<file path="src/hpma_pkg.sv">
// ----------------------------------------------------------------------------
// hpma_pkg
// Shared constants and types for the half-period moving average unit.
// ----------------------------------------------------------------------------
package hpma_pkg;

  localparam int unsigned DEPTH = 50;

  // ring index width; one bit minimum so a single-entry ring still has an address
  localparam int unsigned PTR_W = (DEPTH > 1) ? $clog2(DEPTH) : 1;

  localparam logic [15:0] ZERO_CROSS_PIN = 16'h0040;

  // sum / DEPTH as (sum * DIV_MULT) >> (32 + DIV_SHIFT), exact for any 32-bit sum
  localparam int unsigned DIV_SHIFT = $clog2(DEPTH);
  localparam logic [32:0] DIV_MULT  =
    33'(((64'd1 << (32 + DIV_SHIFT)) + 64'(DEPTH) - 64'd1) / 64'(DEPTH));

  typedef struct packed {
    logic             en;
    logic [PTR_W-1:0] addr;
    logic [31:0]      data;
  } ring_wr_t;

endpackage

</file>
<file path="src/hpma_ring.sv">
// ----------------------------------------------------------------------------
// hpma_ring
// Duration ring with per-entry valid bits and a registered read port that
// presents the entry at rd_addr, forwarding a same-address write.
// ----------------------------------------------------------------------------
module hpma_ring (
  input  logic                      clk,
  input  logic                      rst_n,
  input  hpma_pkg::ring_wr_t        wr,
  input  logic [hpma_pkg::PTR_W-1:0] rd_addr,
  output logic [31:0]               rd_value
);

  logic [31:0]                mem [hpma_pkg::DEPTH];
  logic [hpma_pkg::DEPTH-1:0] valid_r;
  logic [31:0]                rd_data_r;
  logic                       rd_valid_r;
  logic                       byp_r;
  logic [31:0]                byp_data_r;

  always_ff @(posedge clk) begin
    if (wr.en) begin
      mem[wr.addr] <= wr.data;
    end
    rd_data_r  <= mem[rd_addr];
    byp_data_r <= wr.data;
  end

  always_ff @(posedge clk) begin
    if (!rst_n) begin
      valid_r    <= '0;
      rd_valid_r <= 1'b0;
      byp_r      <= 1'b0;
    end else begin
      if (wr.en) begin
        valid_r[wr.addr] <= 1'b1;
      end
      rd_valid_r <= valid_r[rd_addr];
      // write and read of the same entry in one cycle: forward the new data
      byp_r      <= wr.en && (wr.addr == rd_addr);
    end
  end

  // never-written entries read as zero
  assign rd_value = byp_r ? byp_data_r : (rd_valid_r ? rd_data_r : 32'd0);

endmodule
</file>
<file path="config.mk">
export PLATFORM = sky130hd
export DESIGN_NAME = hpma_ring
export DESIGN_NICKNAME = d
export VERILOG_FILES = /design/src/hpma_pkg.sv /design/src/hpma_ring.sv
export SDC_FILE = /design/constraint.sdc
export NUM_CORES = 2
export LEC_CHECK = 0
export ABC_CLOCK_PERIOD_IN_PS = 4850
export BUFFER_PORTS_ARGS = -buffer_cell sky130_fd_sc_hd__buf_2
export CORE_UTILIZATION = 62
export DETAILED_ROUTE_END_ITERATION = 8
export PLACE_DENSITY = 0.88
export SKIP_LAST_GASP = 1
export SYNTH_ARGS = -nofsm -noshare
export SYNTH_HDL_FRONTEND = slang
export SYNTH_SLANG_ARGS = --single-unit
</file>
<file path="constraint.sdc">
create_clock -name clk -period 4.85 [get_ports clk]
set_input_delay 0.97 -clock clk [delete_from_list [all_inputs] [get_ports clk]]
set_output_delay 0.97 -clock clk [all_outputs]
set_load 0.05 [all_outputs]
</file>
After elaboration in Yosys (flattened, before gate mapping)
Memory sizes are Yosys's and may differ from the RTL's. A register that Yosys moved wholly into a read port is not among the register bits.
Cells that the tools add are included.
{ "word_totals": {"mem_bits_rw": 1600, "mem_count": 1, "regBits": 84, "inputBits": 47} }
{ "classes": {"muxes": 8, "eq_ne": 1, "n_bitwise": 1, "n_reduce_logical": 2, "order_cmp": 3} }
{ "mem_list": {"columns": ["name", "words", "width", "rd", "rd_ports_with_merged_regs", "wr", "line", "text"], "rows": [
  ["mem", 50, 32, 1, 1, 1, "hpma_ring.sv:14", "logic [31:0] mem [hpma_pkg::DEPTH];"]
]} }
{ "ops": {"columns": ["cell", "n"], "rows": [
  ["2-to-1 mux 32 bit", 2],
  ["bitwise OR 50 bit", 1],
  ["less-than comparator 6 x 7 -> 1 bit (second input constant)", 2],
  ["binary-select mux 1 bit (select 6 bit)", 1],
  ["demux 1 bit (select 6 bit)", 1],
  ["== test 6 bit", 1],
  [">= comparator 6 x 1 -> 1 bit (second input constant)", 1],
  ["2-to-1 mux 1 bit", 4],
  ["logical AND 1 bit", 2]
]} }

Longest topological paths before layout
{ "logic_depth": {"ltp_word": 5, "mapped_depth": 11, "ltp_nobuf": 5} }

Least setup slack after synthesis
No wires, ideal clock.
{ "synth_timing": {"path_type": "input to register", "from": "input port wr[34] (netlist name)", "to": "memory mem[42][0], enable pin", "path_slack_ns": 1.403, "setup_ns": 0.423, "t_arrival_ns": 3.025, "cell_stages": 4, "path_cell_list": "or3b_2 inv_1 nand2_1 nor2_1"} }
{ "synth_rtl": {"columns": ["element", "line", "text"], "rows": [
  ["start: declaration", "hpma_ring.sv:9", "input hpma_pkg::ring_wr_t wr,"],
  ["end: declaration", "hpma_ring.sv:14", null]
]} }
Straight into the memory's write port.

Final worst setup path
{ "layout_timing": {"from": "register rd_valid_r", "to": "output port rd_value[2]"} }
{ "layout_between": {"elab_chain_len": 2} }
{ "layout_rtl": {"columns": ["element", "line", "text"], "rows": [
  ["start: declaration", "hpma_ring.sv:17", "logic rd_valid_r;"],
  ["start signal: assignment", "hpma_ring.sv:38", "rd_valid_r <= valid_r[rd_addr];"],
  ["2-to-1 mux 32 bit (2 in a row)", "hpma_ring.sv:45", "assign rd_value = byp_r ? byp_data_r : (rd_valid_r ? rd_data_r : 32'd0);"],
  ["end: declaration", "hpma_ring.sv:11", "output logic [31:0] rd_value"]
]} }
No other way between the ends.

==> results.sh <==
export IMPL_status="completed"
export IMPL_max_stage_delay_ns=0.65
export IMPL_die_area_mm2=0.107
export IMPL_period_minus_slack_ns=3.68
export IMPL_syn_nets=3020
export IMPL_critPathRequiredTime_ns=3.88
export IMPL_vias=35002
export IMPL_synthCells=2973
export IMPL_cts_tree="done"
export IMPL_cts_root_buf="clkbuf_16"
export IMPL_post_cts_buffers=0
export IMPL_coreArea_mm2=0.104
export IMPL_postCtsHoldBufs=0
export IMPL_layout_nets=3207
export IMPL_clk_pin_slew_ns=0.06
export IMPL_drv_slew=0
export IMPL_routed_wl_um=186000
export IMPL_synth_area_leaders="edfxtp_1, mux4_2, dfxtp_1, a211oi_1, mux2i_1"
export IMPL_fin_worst_skew_ns=0.0291
export IMPL_fin_tns_setup_ns=0
export IMPL_maxCapViolCount=0
export IMPL_slew_limit_headroom_pct=22.7
export IMPL_hold_viol=0
export IMPL_avgSynthCellArea_um2=22.0
export IMPL_cts_made_buffers=158
export IMPL_grt_pass1_wl_um=263000
export IMPL_rr_startpoint="mem[28][25]$_DFFE_PP_"
export IMPL_ys_top_cells_by_count="edfxtp_1, mux4_2, dfxtp_1"
export IMPL_crit_family="simple AND/OR/NAND/NOR gates"
export IMPL_fp_dieH_um=327
export IMPL_powerDensity_mw_per_mm2=414
export IMPL_synth_distinct_cells=44
export IMPL_max_vdd_ir_drop_uv=307
export IMPL_fin_util_pct=70.7
export IMPL_rsz0062_at_grt="false"
export IMPL_ant_nets=0
export IMPL_ys_ff_latch=1716
export IMPL_end_kind="primary output"
export IMPL_grt_overflow_total=0
export IMPL_drtIter0Drc=6400
export IMPL_hold_ws_ns=0.463
export IMPL_grt_total_usage_pct=35.5
export IMPL_critical_path_cell_chain="nor2b_4 -> buf_12 -> a22o_1 -> buf_2"
export IMPL_criticalPathCategory="reg2out"
export IMPL_worst_setup_path_start_kind="register"
export IMPL_dpl_hpwl_um=96400
export IMPL_portBuffers=78
export IMPL_p_leak_nw=23.3
export IMPL_nFillCells=5393
export IMPL_grt_max_degree=97
export IMPL_cts_sinks=1716
export IMPL_dpl_worst_slack_ns=1.01
export IMPL_start_util_pct=62.9
export IMPL_cts_resized_gates=0
export IMPL_setup_violations_final=0
export IMPL_dr_pass1_iters=6
export IMPL_ys_warn_count=0
export IMPL_synth_edf_count=1600
export IMPL_io_pins=79
export IMPL_path_buf_inv=2
export IMPL_grt_pass1_vias=36180
export IMPL_critPathLaunch="rd_valid_r$_SDFF_PN0_"
export IMPL_clockBufferDepth=3
export IMPL_hold_path_class="reg2reg"
export IMPL_min_from="valid_r[7]$_SDFFE_PN0P_"
export IMPL_power_w=0.0304
export IMPL_synth_top_area_share_pct=73.5
export IMPL_fin_crit_sh_pct=75.8
export IMPL_syn_area_mm2=0.0653
export IMPL_cp_max_fo=19
export IMPL_wl_per_cell_um=39.8
export IMPL_drc=0
export IMPL_viasPerCell=7.49
export IMPL_drive_gt1_share_pct=28.4
export IMPL_synth_top_cell_by_area="edfxtp_1"
export IMPL_cp_slowest_cell="nor2b_4"
export IMPL_seq_area_frac_synth_pct=77.1
export IMPL_yosysMostFrequentCell="edfxtp_1"
export IMPL_placementRows=118
export IMPL_setup_slack_ns=1.17
export IMPL_synthArstFlopShare_pct=0
export IMPL_syn_to_final_growth_pct=12.5
export IMPL_arrival_ns=2.71
export IMPL_die_w_um=327
export IMPL_antenna_found_initial=9
export IMPL_gp_congestion=0.846
export IMPL_worst_slew_pin_slew_ns=1.16
export IMPL_max_freq_ghz=0.272
export IMPL_insertion_delay_ns=0.77
export IMPL_cts_max_level=4
export IMPL_synth_flop_cell="edfxtp_1"
per-stage QoR:
stage | std cells | instance area, µm²
floorplan | 2973 | 65300
global placement | 4380 | 68400
detailed placement | 4380 | 68400
CTS | 4670 | 73500
global route | 4670 | 73500
finish | 4671 | 73500
worst reg2reg max path: cells and delay by family (launching register included):
| kind | cells | cell delay (ns) |
|---|---|---|
| mux | 1 | 0.46 |
| simple gates | 1 | 0.14 |
| compound gates | 3 | 1.28 |
| flops | 1 | 0.37 |
routing by layer:
metal	vias to the layer above	track usage, %	wire, µm
li1	12874	-	-
met1	17566	44.4	56700
met2	3629	57.0	90200
met3	923	8.37	25200
met4	10	21.9	13700
met5	-	0	65
power by group:
| group | internal [W] | total, W | switching (W) |
|---|---|---|---|
| clock network | 0.00704 | 0.0125 | 0.00548 |
| registers | 0.0163 | 0.0164 | 0.0000720 |
| logic | 0.000564 | 0.00154 | 0.000973 |
| total | 0.0239 | 0.0304 | 0.00652 |
registers in the layout, summed over array words and instances (netlist names):
| name | cells |
|---|---|
| rd_valid_r | 1 |
| byp_data_r | 32 |
| byp_r | 1 |
| rd_data_r | 32 |
| mem | 1600 |
| valid_r | 50 |
cells in the final DEF, fill, tap and decap left out, types with 37 or more instances in the layout:
cell type / synthesis / layout
mux2i_1: 51 / 51
buf_2: 57 / 73
mux4_2: 418 / 418
buf_4: 10 / 84
a21oi_1: 37 / 37
edfxtp_1: 1600 / 1600
buf_12: 0 / 40
o21a_1: 50 / 50
dfxtp_1: 116 / 115
clkbuf_16: 0 / 162
and2_1: 51 / 51
clkbuf_1: 75 / 46
nor2b_1: 49 / 48
nor2_4: 0 / 50
nand2_1: 46 / 45
a211oi_1: 81 / 81
layout make-up:
cell class | count | area [µm²] | area share [%]
Multi-Input combinational cell | 1080 | 14500 | 19.7
Clock inverter | 66 | 661 | 0.899
Antenna cell | 1 | 2.50 | 0.00340
Clock buffer | 224 | 4450 | 6.05
Inverter | 4 | 15.0 | 0.0204
Timing Repair Buffer | 200 | 1840 | 2.51
Sequential cell | 1716 | 50400 | 68.5
Tap cell | 1380 | 1730 | 2.35
final timing paths:
path,end,slack [ns],depth (start not counted)
worst min-delay path,valid_r[7]$_SDFFE_PN0P_,0.46,1
worst min register to register,valid_r[7]$_SDFFE_PN0P_,0.46,1
worst max-delay path,rd_value[2],1.17,4
worst max register to register,rd_data_r[25]$_DFF_P_,2.46,5
logic make-up after synthesis:
group / Yosys count / share of synthesized area, %
DFF: 1716 / 77.1
xor gates and xnor gates: 6 / 0.0804
and+or+nand+nor: 291 / 2.37
muxes: 502 / 15.9
buffers and inverters: 177 / 1.37
AOI/OAI and AO/OA: 281 / 3.24
Power figures use the tool's default switching activity.
